File: src/hw/rtl/tap_shake_gesture_detector_unit_defines.svh
// Assertion macros used by the gesture detector engine.
`ifndef TAP_SHAKE_GESTURE_DETECTOR_UNIT_DEFINES_SVH
`define TAP_SHAKE_GESTURE_DETECTOR_UNIT_DEFINES_SVH

// Check that a condition implies another in the same cycle.
`define TSG_ASSERT_NOW(lbl, ante, cons) \
	lbl: assert property (@(posedge clk) disable iff (!arst_n) (ante) |-> (cons)) \
		else $error("tsg same-cycle check failed");

// Check that a condition implies another in the next cycle.
`define TSG_ASSERT_NEXT(lbl, ante, cons) \
	lbl: assert property (@(posedge clk) disable iff (!arst_n) (ante) |=> (cons)) \
		else $error("tsg next-cycle check failed");

`endif

File: src/hw/rtl/tsg_pkg.sv
// Types, constants and threshold functions for the tap and shake gesture detector.
package tsg_pkg;

	// Timestamp arithmetic width
	localparam int TIME_BITS = 32;
	typedef logic [TIME_BITS-1:0] time_t;

	// Jerk: three 17-bit absolute differences summed
	localparam int JerkW = 19;
	typedef logic [JerkW-1:0] jerk_t;

	// Configuration register indexes
	typedef enum logic [1:0] {
		REG_ENABLE = 2'd0,
		REG_WINDOW = 2'd1,
		REG_SENS   = 2'd2
	} reg_idx_t;

	// Result codes
	typedef enum logic [2:0] {
		GE_ARMED   = 3'd0,
		GE_EXPIRED = 3'd1,
		GE_DOUBLE  = 3'd2,
		GE_TRIPLE  = 3'd3,
		GE_SHAKE   = 3'd4
	} gest_t;

	// Request kinds
	localparam logic KIND_SAMPLE = 1'b0;
	localparam logic KIND_ARM    = 1'b1;

	// Sensitivity codes
	localparam logic [1:0] SENS_STANDARD  = 2'd1;
	localparam logic [1:0] SENS_SENSITIVE = 2'd2;

	// Window limits
	localparam logic [12:0] WindowMin   = 13'd2000;
	localparam logic [12:0] WindowMax   = 13'd8000;
	localparam logic [12:0] WindowReset = 13'd4000;

	// Gap limits in ms
	localparam time_t TapGapMin   = time_t'(55);
	localparam time_t TapGapMax   = time_t'(330);
	localparam time_t DtapSettle  = time_t'(360);
	localparam time_t ShakeGapMin = time_t'(55);
	localparam time_t ShakeGapMax = time_t'(260);
	localparam time_t ShakeSettle = time_t'(420);

	typedef struct packed {
		logic        kind;
		time_t       now;
		logic [15:0] x;
		logic [15:0] y;
		logic [15:0] z;
	} tsg_item_t;

	typedef struct packed {
		logic        enable;
		logic [12:0] window;
		logic [1:0]  sens;
	} tsg_cfg_t;

	typedef struct packed {
		logic  valid;
		gest_t gest;
	} tsg_res_t;

	function automatic jerk_t tap_limit(input logic [1:0] sens);
		priority if (sens == SENS_SENSITIVE) return jerk_t'(6200);
		else if (sens == SENS_STANDARD) return jerk_t'(7800);
		else return jerk_t'(9600);
	endfunction

	function automatic jerk_t shake_limit(input logic [1:0] sens);
		priority if (sens == SENS_SENSITIVE) return jerk_t'(2700);
		else if (sens == SENS_STANDARD) return jerk_t'(3400);
		else return jerk_t'(4100);
	endfunction

	// Absolute difference of two signed 16-bit counts
	function automatic logic [16:0] abs_diff(input logic [15:0] a, input logic [15:0] b);
		logic signed [16:0] d;
		d = 17'(signed'(a)) - 17'(signed'(b));
		return d[16] ? 17'(-d) : 17'(d);
	endfunction

endpackage

File: src/hw/rtl/tap_shake_gesture_detector_unit.sv
// Top level of the tap and shake gesture detector.
//
//  channel | handshake              | payload
//  --------+------------------------+----------------------------------------
//  in      | in_valid / in_ready    | kind, time_ms, accel_x, accel_y, accel_z
//  out     | out_valid / out_ready  | gesture_event
//  cfg     | cfg_we                 | cfg_addr, cfg_wdata
//
// One request per cycle while no result is stalled; a result is written to the result register
// by the single decision pass when its request leaves the input register.
// A request that causes no result finishes when it leaves the input register.
// A stalled result holds the input register; one more request may wait there.
// Reset clears all control state at once; there is no clearing pass.
module tap_shake_gesture_detector_unit (
	input  logic        clk,
	input  logic        arst_n,
	input  logic        in_valid,
	output logic        in_ready,
	input  logic        kind,
	input  logic [31:0] time_ms,
	input  logic [15:0] accel_x,
	input  logic [15:0] accel_y,
	input  logic [15:0] accel_z,
	output logic        out_valid,
	input  logic        out_ready,
	output logic [2:0]  gesture_event,
	input  logic        cfg_we,
	input  logic [1:0]  cfg_addr,
	input  logic [12:0] cfg_wdata
);
	import tsg_pkg::*;

	tsg_cfg_t  cfg_q;
	tsg_item_t item_s1;
	logic      valid_s1;
	logic      out_valid_q;
	gest_t     evt_q;
	tsg_res_t  res;
	logic      step;

	// Advance the input register when the result register is free
	assign step     = valid_s1 && (!out_valid_q || out_ready);
	assign in_ready = !valid_s1 || step;

	// Write configuration registers, clamping the window
	always_ff @(posedge clk or negedge arst_n) begin
		if (!arst_n) begin
			cfg_q.enable <= 1'b0;
			cfg_q.window <= WindowReset;
			cfg_q.sens   <= 2'd0;
		end else if (cfg_we) begin
			unique case (cfg_addr)
				REG_ENABLE: cfg_q.enable <= cfg_wdata[0];
				REG_WINDOW: begin
					priority if (cfg_wdata < WindowMin) cfg_q.window <= WindowMin;
					else if (cfg_wdata > WindowMax) cfg_q.window <= WindowMax;
					else cfg_q.window <= cfg_wdata;
				end
				REG_SENS: cfg_q.sens <= cfg_wdata[1:0];
				default: ;
			endcase
		end
	end

	// Track input register and result register occupancy
	always_ff @(posedge clk or negedge arst_n) begin
		if (!arst_n) begin
			valid_s1    <= 1'b0;
			out_valid_q <= 1'b0;
		end else begin
			if (in_ready) valid_s1 <= in_valid;
			if (step && res.valid) out_valid_q <= 1'b1;
			else if (out_ready) out_valid_q <= 1'b0;
		end
	end

	// Capture request and result payloads
	always_ff @(posedge clk) begin
		if (in_valid && in_ready) begin
			item_s1.kind <= kind;
			item_s1.now  <= time_t'(time_ms);
			item_s1.x    <= accel_x;
			item_s1.y    <= accel_y;
			item_s1.z    <= accel_z;
		end
		if (step && res.valid) evt_q <= res.gest;
	end

	tsg_engine u_engine (
		.clk    (clk),
		.arst_n (arst_n),
		.step   (step),
		.item   (item_s1),
		.cfg    (cfg_q),
		.res    (res)
	);

	assign out_valid     = out_valid_q;
	assign gesture_event = evt_q;

endmodule

File: src/hw/rtl/tsg_engine.sv
// Gesture state and per-request decision logic.
`include "tap_shake_gesture_detector_unit_defines.svh"

module tsg_engine (
	input  logic              clk,
	input  logic              arst_n,
	input  logic              step,
	input  tsg_pkg::tsg_item_t item,
	input  tsg_pkg::tsg_cfg_t  cfg,
	output tsg_pkg::tsg_res_t  res
);
	import tsg_pkg::*;

	logic        armed_q, have_q;
	time_t       armed_time_q, last_tap_q, last_shake_q;
	logic [15:0] px_q, py_q, pz_q;
	logic [1:0]  tap_q;
	logic [2:0]  shake_q;

	logic        armed_d, have_d, prior_we;
	time_t       armed_time_d, last_tap_d, last_shake_d;
	logic [1:0]  tap_d;
	logic [2:0]  shake_d;
	logic [1:0]  tap_n;
	logic [2:0]  shake_eff, shake_n;

	time_t el_arm, el_tap, el_shake;
	jerk_t jerk;

	// Elapsed times and jerk of the current request
	assign el_arm   = item.now - armed_time_q;
	assign el_tap   = item.now - last_tap_q;
	assign el_shake = item.now - last_shake_q;
	assign jerk = jerk_t'(abs_diff(item.x, px_q)) + jerk_t'(abs_diff(item.y, py_q))
		+ jerk_t'(abs_diff(item.z, pz_q));

	// Decide next state and event
	always_comb begin
		armed_d      = armed_q;
		have_d       = have_q;
		armed_time_d = armed_time_q;
		last_tap_d   = last_tap_q;
		last_shake_d = last_shake_q;
		tap_d        = tap_q;
		shake_d      = shake_q;
		prior_we     = 1'b0;
		res.valid    = 1'b0;
		res.gest     = GE_ARMED;
		tap_n        = tap_q;
		shake_n      = shake_q;
		shake_eff    = (shake_q != 3'd0 && el_shake > ShakeSettle) ? 3'd0 : shake_q;
		if (!cfg.enable) begin
			armed_d = 1'b0;
			have_d  = 1'b0;
			tap_d   = 2'd0;
			shake_d = 3'd0;
		end else if (item.kind == KIND_ARM) begin
			armed_d      = 1'b1;
			have_d       = 1'b0;
			tap_d        = 2'd0;
			shake_d      = 3'd0;
			armed_time_d = item.now;
			res.valid    = 1'b1;
			res.gest     = GE_ARMED;
		end else if (!armed_q) begin
			// ignore samples while disarmed
		end else if (el_arm > time_t'(cfg.window)) begin
			armed_d   = 1'b0;
			have_d    = 1'b0;
			tap_d     = 2'd0;
			shake_d   = 3'd0;
			res.valid = 1'b1;
			res.gest  = GE_EXPIRED;
		end else if (!have_q) begin
			prior_we = 1'b1;
			have_d   = 1'b1;
		end else begin
			prior_we = 1'b1;
			if (tap_q == 2'd2 && el_tap > DtapSettle) begin
				tap_d     = 2'd0;
				armed_d   = 1'b0;
				have_d    = 1'b0;
				res.valid = 1'b1;
				res.gest  = GE_DOUBLE;
			end else if (jerk >= tap_limit(cfg.sens)) begin
				// count a tap
				if (tap_q == 2'd0 || el_tap > TapGapMax) tap_n = 2'd1;
				else if (el_tap >= TapGapMin) tap_n = tap_q + 2'd1;
				last_tap_d = item.now;
				shake_d    = 3'd0;
				if (tap_n == 2'd3) begin
					tap_d     = 2'd0;
					armed_d   = 1'b0;
					have_d    = 1'b0;
					res.valid = 1'b1;
					res.gest  = GE_TRIPLE;
				end else begin
					tap_d = tap_n;
				end
			end else if (jerk >= shake_limit(cfg.sens)) begin
				// count a shake
				shake_n = shake_eff;
				if (shake_eff == 3'd0 || el_shake > ShakeGapMax) shake_n = 3'd1;
				else if (el_shake >= ShakeGapMin) shake_n = shake_eff + 3'd1;
				last_shake_d = item.now;
				tap_d        = 2'd0;
				if (shake_n >= 3'd4) begin
					shake_d   = 3'd0;
					armed_d   = 1'b0;
					have_d    = 1'b0;
					res.valid = 1'b1;
					res.gest  = GE_SHAKE;
				end else begin
					shake_d = shake_n;
				end
			end else begin
				shake_d = shake_eff;
			end
		end
	end

	// Update control state
	always_ff @(posedge clk or negedge arst_n) begin
		if (!arst_n) begin
			armed_q      <= 1'b0;
			have_q       <= 1'b0;
			tap_q        <= 2'd0;
			shake_q      <= 3'd0;
			armed_time_q <= '0;
			last_tap_q   <= '0;
			last_shake_q <= '0;
		end else if (step) begin
			armed_q      <= armed_d;
			have_q       <= have_d;
			tap_q        <= tap_d;
			shake_q      <= shake_d;
			armed_time_q <= armed_time_d;
			last_tap_q   <= last_tap_d;
			last_shake_q <= last_shake_d;
		end
	end

	// Hold the prior sample
	always_ff @(posedge clk) begin
		if (step && prior_we) begin
			px_q <= item.x;
			py_q <= item.y;
			pz_q <= item.z;
		end
	end

	`TSG_ASSERT_NOW(a_tap_range, 1'b1, tap_q != 2'd3)
	`TSG_ASSERT_NOW(a_shake_range, 1'b1, shake_q < 3'd4)
	`TSG_ASSERT_NEXT(a_event_disarms, step && res.valid && res.gest != GE_ARMED, !armed_q)
	`TSG_ASSERT_NEXT(a_disable_clears, step && !cfg.enable, !armed_q && tap_q == 2'd0)

endmodule
File: config.mk
export PLATFORM = sky130hd
export DESIGN_NAME = tap_shake_gesture_detector_unit
export DESIGN_NICKNAME = d
export VERILOG_FILES = /design/src/hw/rtl/tsg_pkg.sv /design/src/hw/rtl/tap_shake_gesture_detector_unit.sv /design/src/hw/rtl/tsg_engine.sv
export VERILOG_INCLUDE_DIRS = /design/src /design/src/hw/rtl
export SDC_FILE = /design/constraint.sdc
export NUM_CORES = 1
export LEC_CHECK = 0
export BUFFER_PORTS_ARGS = -buffer_cell sky130_fd_sc_hd__buf_4
export CAP_MARGIN = 20
export CORE_ASPECT_RATIO = 2
export CORE_MARGIN = 4
export CORE_UTILIZATION = 55
export DETAILED_ROUTE_END_ITERATION = 10
export GPL_TIMING_DRIVEN = 0
export PLACE_DENSITY_LB_ADDON = 0.12
export SYNTH_ARGS = -nofsm -noshare
export SYNTH_HDL_FRONTEND = slang
export SYNTH_HIERARCHICAL = 1
export SYNTH_SLANG_ARGS = --single-unit
File: constraint.sdc
create_clock -name clk -period 7.7 [get_ports clk]
set_clock_uncertainty 0.05 [all_clocks]
set_input_delay 0 -clock clk [delete_from_list [all_inputs] [get_ports clk]]
set_output_delay 0 -clock clk [all_outputs]
set_load 0.02 [all_outputs]
* After elaboration in Yosys (flattened, before gate mapping)
Index checks and enable logic that the tools add are counted.
Word-level totals: register bits after elaboration 253, input bits 101, output and inout bits 5, logic and storage cells 183
Cells by class: add/sub/neg operators 13, $lt $le $gt $ge 12, eq/ne operators 10, mux-type cells 89, bitwise logic cells 7, reduce and logical (&&, ||, !) cells 29
Operators with widths (count):
- 19-bit two-way mux | 15
- 32-bit by 9-bit greater-than comparator with 1-bit output, second input constant | 4
- 32-bit subtractor | 3
- 32-bit by 6-bit >= comparator with 1-bit output, second input constant | 2
- 3-bit two-way mux | 20
- 17-bit two-way mux | 3
- 17-bit negation | 3
- 16-bit by 16-bit subtractor with 17-bit output | 3
- 4-bit two-way mux | 10
- 13-bit two-way mux | 3
- 19-bit >= comparator | 2
- 2-bit two-way mux | 18
- 32-bit by 13-bit greater-than comparator with 1-bit output | 1
- 19-bit by 17-bit adder with 19-bit output | 1
- 1-bit two-way mux | 19
- 17-bit by 17-bit adder with 18-bit output | 1
- 14-bit two-way mux | 1
- 13-bit greater-than comparator, second input constant | 1
- 13-bit by 11-bit less-than comparator with 1-bit output, second input constant | 1
- 9-bit AND reduction | 1
- 2-bit == test, second input constant | 4
- 2-bit AND reduction | 4
- 4-bit AND reduction | 2
- 8-bit AND reduction | 1
- other kinds (20) | 37

* Depth between registers and ports, before layout
Gate-level depths: netlist (run 1).
depth after elaboration 38, mapped depth 39, mapped depth without buffers 38

* By module
The synthesis (run 1) kept the hierarchy.
By module, submodules not included:
- tsg_engine | instances 1, cells an instance 2133, area an instance 17762.0 um^2, sequential area each 4018.9 um^2
- tap_shake_gesture_detector_unit | instances 1, cells an instance 157, area an instance 3313.2 um^2, sequential area each 2980.4 um^2

* Worst setup path before layout (run 1)
OpenSTA, ideal clock, no wires.
path kind reg-to-reg, start reg item_s1[0] (netlist name), end reg evt_q[0], in the netlist gesture_event[0] (enable), setup time 0.299 ns, arrival time 6.960 ns, required time 7.351 ns, slack 0.391 ns, cell stages (with the launch flop) 37, path buffers 1, clock period less this slack 7.309 ns, path through edfxtp_1 inv_1 ha_1 inv_1 fa_1 a21o_1 a21oi_1 o21bai_1 a31oi_1 o21ai_0 o211a_1 o21a_1 o21ai_0 a21o_1 clkbuf_1 mux2i_1 fa_1 inv_1 ha_1 inv_1 fa_1 nand2b_1 a21oi_1 o211a_1 o21a_1 nor2_1 xnor2_1 ha_1 o211ai_1 or4_1 nand4_1 nand3_1 nor3_1 a211oi_2 a31oi_1 nand2_1 inv_1
RTL lines:
- start: declaration | RTL line tap_shake_gesture_detector_unit.sv:34 | tsg_item_t item_s1;
- end signal: assignment | RTL line tap_shake_gesture_detector_unit.sv:86 | if (step && res.valid) evt_q <= res.gest;
- end: declaration | RTL line tap_shake_gesture_detector_unit.sv:37 | gest_t evt_q;

==> summary.md, run 1 <==
| Metric | Value |
|---|---|
| CTS tree | `done` |
| Sequential area share after synthesis | `0.332` |
| Setup violators final | `0` |
| Initial antenna violation count | `1` |
| Critical path class | `flop to flop` |
| Die X | `146 um` |
| Synth top area cells | `edfxtp_1, dfrtp_1, ha_1` |
| Commonest non-fill, non-tap cell in the layout | `inv_1` |
| Hold Fails Final Rpt | `0` |
| Power per Cell Area | `243 mW/mm2` |
| Drc violations | `0` |
| Syn Nets | `2,612` |
| Crit path arrival time | `7.72 ns` |
| Final #Nets | `2,895` |
| Fmax | `134 MHz` |
| Overall Global Routing Usage | `0.294` |
| Worst hold slack | `0.100 ns` |
| Mapped Cells | `2,290` |
| P&R area growth vs syn | `19.7%` |
| Hold crit path type | `input port to flop` |
| Clk buf depth | `3` |
| Yosys top cell area share | `0.188` |
| Status | `finished, final reports clean` |
| Slew Viols, Final | `0` |
| Post-route worst setup slack | `0.211 ns` |
| Worst EP required | `7.94 ns` |
| Cell mode on critical path | `ha_1` |
| Post-DP HPWL | `49.0 mm` |
| # rows | `101` |
| Slowest CP cell | `a2111oi_1` |
| Syn Area/Cell | `9.20 um2` |
| CTS clock-pin slew for the worst setup and hold paths | `0.07 ns` |
| Layout cells sized above 1 | `0.136` |
| GP Congestion | `0.951` |
| Element type at the critical path start | `flop` |
| Die height | `285 um` |
| Clock sink count | `253` |
| H-tree depth | `1` |
| CP Max Fanout | `4` |
| Die ar. | `0.0417 mm2` |
| Num CTS Buffers | `26` |
| Net Sw Power | `2.45 mW` |
| Top FF cell, synth | `edfxtp_1` |
| DP Worst Slack | `-1.19 ns` |
| Input/output buffers | `105` |
| Relative slew slack | `0.367` |
| Comb pwr share | `0.510` |
| Sequential share of power | `0.270` |
| First-pass GRT wire length | `98.2 mm` |
| Number of max-cap violations | `0` |
| FF+latch count, synth | `253` |
| Slew @ Worst Pin | `0.949 ns` |
| Drt pass-1 iters | `5` |
| Area of the multi-input gates | `0.0133 mm2` |
| Clock latency on the worst-skew pair | `0.57 ns` |
| Final ANT Viol Nets | `0` |
| Routed WL per cell | `20.5 um` |
| DR iter-0 viols | `736` |
| Largest stage delay on the critical path | `0.53 ns` |
| Cell taking the most area after synthesis | `edfxtp_1` |
| Largest net degree at the start of global routing | `85` |
| Tcrit/Tclk final | `0.973` |
| Cell Area, Synth | `0.0211 mm2` |
| FILL cells | `3,111` |
| Netlist cell types | `98` |
| Number of synthesized flops with an enable pin | `132` |
| Most frequent cells in the layout | `inv_1, ha_1, a21oi_1` |
| Async S/R FF share, synth | `0.478` |
| Vias in the first global route | `19,100` |
| Via/cell ratio | `6.07` |
| Starting density of the core | `0.556` |
| CTS Root Buffer Type | `clkbuf_16` |
| Sw Ratio | `0.399` |
| Vias | `18,500` |
| P_leak | `10.8 nW` |
| Core ar. | `0.0379 mm2` |
| GRT overflow | `0` |
| Reg area | `0.00700 mm2` |
| Post-layout min period | `7.49 ns` |
| Synth warn | `6` |
| Crit. End Element | `flop` |
| Ports | `106` |
| Internal Pwr Total | `3.69 mW` |
| Clock power share | `0.220` |
| VDD IR max | `0.245 mV` |
| Post-Route WL | `62.8 mm` |
-- path summary, 6_finish.rpt --
check                                           start                               endpoint  slack (ns)  depth (start not counted)
worst max-delay path            item_s1[32]$_DFFE_PP_             gesture_event[2]$_DFFE_PP_        0.21                         33
worst min-delay path                       time_ms[1]                  item_s1[49]$_DFFE_PP_        0.10                          2
worst max register to register  item_s1[32]$_DFFE_PP_             gesture_event[2]$_DFFE_PP_        0.21                         33
worst min register to register   item_s1[9]$_DFFE_PP_             u_engine/pz_q[9]$_DFFE_PP_        0.41                          0
max in group asynchronous                      arst_n                  cfg_q[11]$_DFFE_PN1P_        6.64                          4
min in group asynchronous                      arst_n  u_engine/last_shake_q[29]$_DFFE_PN0P_        0.49                          4
-- metrics by stage --
step / instances / area [um2] / utilization / power [mW] / setup TNS [ns]
2_1_floorplan: 2290 / 21100 / - / 3.75 / 0
3_3_place_gp: 2858 / 22400 / 0.592 / 4.39 / -76.28
3_5_place_dp: 2862 / 22500 / 0.594 / 4.48 / -62.99
4_1_cts: 3036 / 24900 / 0.656 / 5.96 / 0
5_1_grt: 3057 / 25200 / 0.665 / 6.58 / -1.07
6_report: 3057 / 25200 / 0.665 / 6.14 / 0
-- Yosys cell counts (26+ instances only) --
| master | number |
|---|---|
| ha_1 | 197 |
| a21o_1 | 38 |
| nand2b_1 | 27 |
| o211ai_1 | 26 |
| nor2_1 | 152 |
| o21a_1 | 45 |
| edfxtp_1 | 132 |
| dfrtp_1 | 115 |
| xor2_1 | 51 |
| inv_1 | 241 |
| xnor2_1 | 83 |
| a21oi_1 | 158 |
| or3_1 | 26 |
| nand4_1 | 39 |
| clkbuf_1 | 53 |
| mux2_2 | 39 |
| mux2_1 | 61 |
| o21ai_0 | 98 |
| nand3_1 | 53 |
| nand2_1 | 149 |
| nor3_1 | 55 |
-- timing repair --
action	in CTS	in global routing
buffers inserted	12	19
hold endpoints to repair	233	0
gates cloned	0	1
endpoints found under the setup margin	78	77
resized for setup	45	57
pin swaps	9	29
hold buffers	114	0
-- worst max-delay path: cells and delay by family (launching register included) --
family / cells / cell delay (ns)
xor+xnor: 3 / 0.71
simple gates: 10 / 1.92
compound gates: 10 / 1.99
flops: 1 / 0.45
fa+ha+maj: 5 / 1.55
buf+inv: 5 / 0.51
-- registers in the layout, indices dropped and copies added (netlist names) --
signal and cells:
item_s1 81, u_engine/armed_time_q 32, u_engine/last_shake_q 32, u_engine/last_tap_q 32, cfg_q 16, u_engine/px_q 16
u_engine/py_q 16, u_engine/pz_q 16, gesture_event 3, u_engine/shake_q 3, u_engine/tap_q 2, out_valid 1
u_engine/armed_q 1, u_engine/have_q 1, valid_s1 1
-- routing by layer --
metal / share of wire / track usage / vias up
met3: 0.026 / 0.0281 / 214
met2: 0.54 / 0.569 / 422
met1: 0.33 / 0.270 / 8944
met4: 0.10 / 0.245 / 0
met5: 0 / 0 / -
li1: - / - / 8968
-- cell type report --
| type | instances | share of cell area |
|---|---|---|
| Timing Repair Buffer | 255 | 0.0900 |
| Antenna cell | 1 | 0.0000992 |
| Inverter | 241 | 0.0359 |
| Sequential cell | 253 | 0.278 |
| Tap cell | 463 | 0.0230 |
| Buffer | 66 | 0.0116 |
| Clock buffer | 32 | 0.0296 |
| Clock inverter | 16 | 0.00650 |
| Multi-Input combinational cell | 1730 | 0.526 |
-- power groups by stage --
stage	Combinational [mW]	Sequential [mW]	Clock [mW]
2_1_floorplan	2.11	1.64	0
3_3_place_gp	2.70	1.68	0
3_5_place_dp	2.79	1.69	0
4_1_cts	2.92	1.66	1.38
5_1_grt	3.48	1.67	1.43
6_report	3.13	1.66	1.35
-- kinds of logic after synthesis --
family,count (synthesis),share of synthesized area
XOR/XNOR,134,0.0557
multiplexers,115,0.0606
adder cells (fa/ha/maj),221,0.140
flip-flops,253,0.332
AND/OR/NAND/NOR,655,0.160
AO/OA/AOI/OAI,605,0.196
buffers and inverters,307,0.0555
(Power assumes the default switching activity.)
==> inputs of run 2 (changes only) <==
Settings changed: REMOVE_ABC_BUFFERS from default to 1.
==> run 2 against run 1 <==
  * Largest power group unchanged
  * Count of clock-buffer cells in the layout fell by 3
  * Setup slack got worse by 0.057 ns
  * Highest routed layer unchanged
  * Maximum frequency fell by 0.76%
  * Die area did not move
  * Total power fell by 0.91%
  * Combinational power rose by 2%
  * Sequential power barely moved
  * Worst hold slack improved by 0.0012 ns
  * Wire length fell by 0.75%
  * First-iteration DRC count rose by 14%
==> summary.md, run 2 (same netlist as run 1, synthesis figures left out) <==
| Metric | Value |
|---|---|
| Vias | `18,500` |
| Die height | `285 um` |
| VDD IR max | `0.219 mV` |
| GRT overflow | `0` |
| Core ar. | `0.0379 mm2` |
| Die X | `146 um` |
| CTS tree | `done` |
| Number of diodes | `0` |
| Vias in the first global route | `19,200` |
| CP Max Fanout | `25` |
| CP top delay family | `compound AO/OA/AOI/OAI gates` |
| Status | `finished, final reports clean` |
| Post-layout min period | `7.55 ns` |
| GP Congestion | `0.942` |
| # rows | `101` |
| Layout cells sized above 1 | `0.140` |
| Via/cell ratio | `6.14` |
| Crit. End Element | `flop` |
| Area of the multi-input gates | `0.0134 mm2` |
| Num CTS Buffers | `26` |
| CTS Root Buffer Type | `clkbuf_16` |
| Cell mode on critical path | `inv_1` |
| Routed WL per cell | `20.7 um` |
| Largest stage delay on the critical path | `0.44 ns` |
| Final #Nets | `2,846` |
| Drt pass-1 iters | `7` |
| Critical path class | `flop to flop` |
| Hold Fails Final Rpt | `0` |
| FILL cells | `3,044` |
| Setup violators final | `0` |
| Element type at the critical path start | `flop` |
| Drc violations | `0` |
| CTS clock-pin slew for the worst setup and hold paths | `0.07 ns` |
| DR iter-0 viols | `838` |
| P_leak | `10.8 nW` |
| Clk buf depth | `3` |
| Final ANT Viol Nets | `0` |
| Core Util, Final | `0.665` |
| Number of max-cap violations | `0` |
| Reg area | `0.00700 mm2` |
| Worst EP required | `8.07 ns` |
| Die ar. | `0.0417 mm2` |
| Relative slew slack | `0.450` |
| Tcrit/Tclk final | `0.980` |
| Most frequent cells in the layout | `inv_1, ha_1, a21oi_1` |
| Tot Pwr | `6.08 mW` |
| Slew @ Worst Pin | `0.814 ns` |
| WP buf/inv | `8` |
| Total Neg Setup Slack | `0 ns` |
| Hold crit path type | `input port to flop` |
| First-pass GRT wire length | `97.5 mm` |
| Slowest CP cell | `fa_1` |
| Largest net degree at the start of global routing | `60` |
| Initial antenna violation count | `0` |
| Overall Global Routing Usage | `0.290` |
| Largest register FFs | `81` |
| Power per Cell Area | `241 mW/mm2` |
| Crit path arrival time | `7.92 ns` |
| Largest reg by FF count | `item_s1` |
| Clock latency on the worst-skew pair | `0.57 ns` |
| Slew Viols, Final | `0` |
| Clock sink count | `253` |
| Starting density of the core | `0.556` |
| Commonest non-fill, non-tap cell in the layout | `inv_1` |
| Ports | `106` |
| H-tree depth | `1` |
| Input/output buffers | `105` |
| Post-DP HPWL | `47.5 mm` |
| Post-Route WL | `62.3 mm` |
| P&R area growth vs syn | `19.6%` |
| Fmax | `133 MHz` |
==> run 2: timing repair <==
item,CTS,global route
setup buffers,20,18
gates resized for setup,40,66
setup endpoints to repair,78,77
hold endpoints to repair,238,0
pin swaps,19,32
hold buffers,122,0
==> run 2: worst paths after layout <==
kind	startpoint	endpoint	slack (ns)	depth (start not counted)
max	item_s1[0]$_DFFE_PP_	u_engine/last_shake_q[24]$_DFFE_PN0P_	0.15	39
min	accel_y[11]	item_s1[27]$_DFFE_PP_	0.10	2
max reg2reg	item_s1[0]$_DFFE_PP_	u_engine/last_shake_q[24]$_DFFE_PN0P_	0.15	39
min reg2reg	item_s1[41]$_DFFE_PP_	u_engine/px_q[9]$_DFFE_PP_	0.40	0
max in group asynchronous	arst_n	cfg_q[11]$_DFFE_PN1P_	6.62	4
min in group asynchronous	arst_n	cfg_q[1]$_DFFE_PN0P_	0.37	3
==> run 2: worst register-to-register path, delay by kind of cell, from the launching register on <==
family                     cells  cell delay, ns
DFF                            1            0.43
adders and majority gates      6            1.72
buffers and inverters          8            0.98
muxes                          2            0.56
AOI/OAI and AO/OA             14            2.41
and+or+nand+nor                9            1.28
==> run 2: layout make-up <==
type,instances,share of cell area
multi-input cells,1730,0.531
flip-flops and latches,253,0.278
repair buffers,272,0.0993
inverters,241,0.0359
clock buffers,29,0.0271
well taps,463,0.0230
clock inverters,19,0.00601
==> run 2: stage by stage <==
step           cells  area (um2)  setup slack (ns)  hold WS, ns
6_report        3007       25200             0.154        0.101
5_1_grt         3007       25200           -0.0579       0.0861
4_1_cts         2989       24700            0.0110       0.0698
3_5_place_dp    2799       22300             -1.28      0.00256
3_3_place_gp    2792       22200             -1.86        0.128
2_1_floorplan   2224       20800             0.251       -0.346
==> run 2: where the power goes <==
part	switching, mW	leakage (nW)	internal, mW
combinational	1.79	7.53	1.39
clock	0.556	0.410	0.681
sequential	0.0964	2.83	1.56
total	2.44	10.8	3.64
==> run 2: per-layer routing <==
metal,wire length [um],track usage,share of wire,up-vias
li1,-,-,-,8842
met1,20800,0.264,0.33,8834
met5,0,0,0,-
met3,1710,0.0251,0.027,239
met2,33800,0.567,0.54,543
met4,6030,0.237,0.097,0
==> inputs of run 3 (changes only) <==
Settings changed: PLACE_DENSITY from default to 0.8, PLACE_DENSITY_LB_ADDON 0.12 to default.
==> run 3 against run 2 <==
  * The flow now finishes with violations (setup timing)
  * Critical path depth decreased by 1
  * Total power increased by 4.1%
  * Global-route usage increased by 0.89 points
  * Utilization increased by 0.43 points
  * Sequential share of layout area decreased by 0.18 points
  * Worst hold slack got worse by 0.011 ns
  * First-iteration DRC count increased by 38%
==> summary.md, run 3 (same netlist as run 1, synthesis figures left out) <==
| Metric | Value |
|---|---|
| Element type at the critical path start | `flop` |
| Total Neg Setup Slack | `-0.0323 ns` |
| Input/output buffers | `105` |
| CP Max Fanout | `6` |
| Tot Pwr | `6.33 mW` |
| Worst Hold Depth | `2` |
| Net Sw Power | `2.53 mW` |
| CP top delay family | `compound AO/OA/AOI/OAI gates` |
| Crit path arrival time | `7.93 ns` |
| Sw Ratio | `0.399` |
| Hold Fails Final Rpt | `0` |
| Clk buf depth | `3` |
| Comb pwr share | `0.518` |
| Num CTS Buffers | `26` |
| Die ar. | `0.0417 mm2` |
| Starting density of the core | `0.556` |
| Post-route worst setup slack | `-0.0104 ns` |
| Slowest CP cell | `fa_1` |
| Relative slew slack | `0.411` |
| Drc violations | `0` |
| WP buf/inv | `8` |
| CTS clock-pin slew for the worst setup and hold paths | `0.07 ns` |
| Most frequent cells in the layout | `inv_1, ha_1, nor2_1, a21oi_1, nand2_1` |
| VDD IR max | `0.251 mV` |
| Ports | `106` |
| First-pass GRT wire length | `100 mm` |
| Overall Global Routing Usage | `0.299` |
| Internal Pwr Total | `3.80 mW` |
| Final #Nets | `2,852` |
| # rows | `101` |
| Non-filler instance count after layout | `3,015` |
| Clock sink count | `253` |
| H-tree depth | `1` |
| CTS Root Buffer Type | `clkbuf_16` |
| Sequential share of power | `0.263` |
| Power per Cell Area | `250 mW/mm2` |
| Clock power share | `0.219` |
| Commonest non-fill, non-tap cell in the layout | `inv_1` |
| Die height | `285 um` |
| Crit. End Element | `flop` |
| Setup violators final | `5` |
| Post-layout min period | `7.71 ns` |
| Worst EP required | `7.92 ns` |
| Post-Route WL | `65.9 mm` |
| Post-DP HPWL | `47.3 mm` |
| Critical path class | `flop to flop` |
| Largest net degree at the start of global routing | `66` |
| Fmax | `130 MHz` |
| DP Worst Slack | `-1.63 ns` |
| Final ANT Viol Nets | `0` |
| Hold crit path type | `input port to flop` |
| Tcrit/Tclk final | `1.00` |
| Worst path depth | `38` |
| Core Util, Final | `0.669` |
| Routed WL per cell | `21.9 um` |
| Slew @ Worst Pin | `0.874 ns` |
| Die X | `146 um` |
| CTS tree | `done` |
| Vias in the first global route | `19,600` |
| Largest register FFs | `81` |
| P_leak | `10.9 nW` |
| Clock latency on the worst-skew pair | `0.58 ns` |
| Slew Viols, Final | `0` |
| GP Congestion | `0.969` |
| Status | `finished, violations left` |
| Largest stage delay on the critical path | `0.52 ns` |
| Inst Count DP | `2,798` |
| Failing checks | `setup timing` |
| Vias | `19,000` |
| Initial antenna violation count | `2` |
| Via/cell ratio | `6.31` |
| Worst reg2reg path depth | `38` |
| Reg2reg setup slack | `-0.01 ns` |
| Core ar. | `0.0379 mm2` |
| Layout cells sized above 1 | `0.143` |
| P&R area growth vs syn | `20.3%` |
| Drt pass-1 iters | `9` |
| GRT overflow | `0` |
| Largest reg by FF count | `item_s1` |
| DR iter-0 viols | `1,158` |
| Number of max-cap violations | `0` |
run 3: changes by cell type in the layout (fill, tap and decap cells not counted), moves of 3 or more:
cell       before  now
clkbuf_16      27   32
buf_4         138  141
clkinv_1        3    0
clkinv_2        7    4
inv_1         240  237
inv_2           1    4
run 3: final timing paths:
check	startpoint	to
hold / removal	time_ms[6]	item_s1[54]$_DFFE_PP_
setup / recovery	item_s1[0]$_DFFE_PP_	gesture_event[1]$_DFFE_PP_
min in group asynchronous	arst_n	cfg_q[7]$_DFFE_PN1P_
max in group asynchronous	arst_n	u_engine/last_shake_q[27]$_DFFE_PN0P_
setup reg to reg	item_s1[0]$_DFFE_PP_	gesture_event[1]$_DFFE_PP_
hold reg to reg	item_s1[8]$_DFFE_PP_	u_engine/pz_q[8]$_DFFE_PP_
run 3: timing repair:
action | in CTS | in global routing
endpoints found under the hold margin | 220 | 0
cloned | 1 | 2
buffers inserted | 10 | 32
endpoints found under the setup margin | 78 | 78
pin swaps | 8 | 45
gates resized for setup | 32 | 71
hold buffers | 122 | 0
run 3: per-stage QoR:
| step | cell area [um2] | hold slack [ns] |
|---|---|---|
| global route | 25400 | 0.0848 |
| floorplan | 20800 | -0.346 |
| finish | 25400 | 0.0905 |
| detailed placement | 22300 | -0.0404 |
| CTS | 24700 | 0.0752 |
| global placement | 22200 | 0.128 |
run 3: metal layers:
metal	wire, um	global-route usage	vias to the layer above
met3	2420	0.0294	332
met5	0	0	-
li1	-	-	8880
met1	21300	0.273	9090
met2	35000	0.565	737
met4	7190	0.278	0
run 3: final cells by class:
type                            instances  area, um2
Multi-Input combinational cell       1732      13400
Fill cell                            2855      12600
Sequential cell                       253       7000
Timing Repair Buffer                  276       2530
Inverter                              241        905
Clock buffer                           37        818
Tap cell                              463        579
Clock inverter                         11        126
Antenna cell                            2       5.00
run 3: power by group through the flow:
stage	Combinational [mW]	Clock [mW]	Sequential, mW
6_report	3.28	1.38	1.67
5_1_grt	3.59	1.47	1.68
4_1_cts	2.92	1.40	1.66
3_5_place_dp	2.78	0	1.69
3_3_place_gp	2.68	0	1.69
2_1_floorplan	2.10	0	1.64
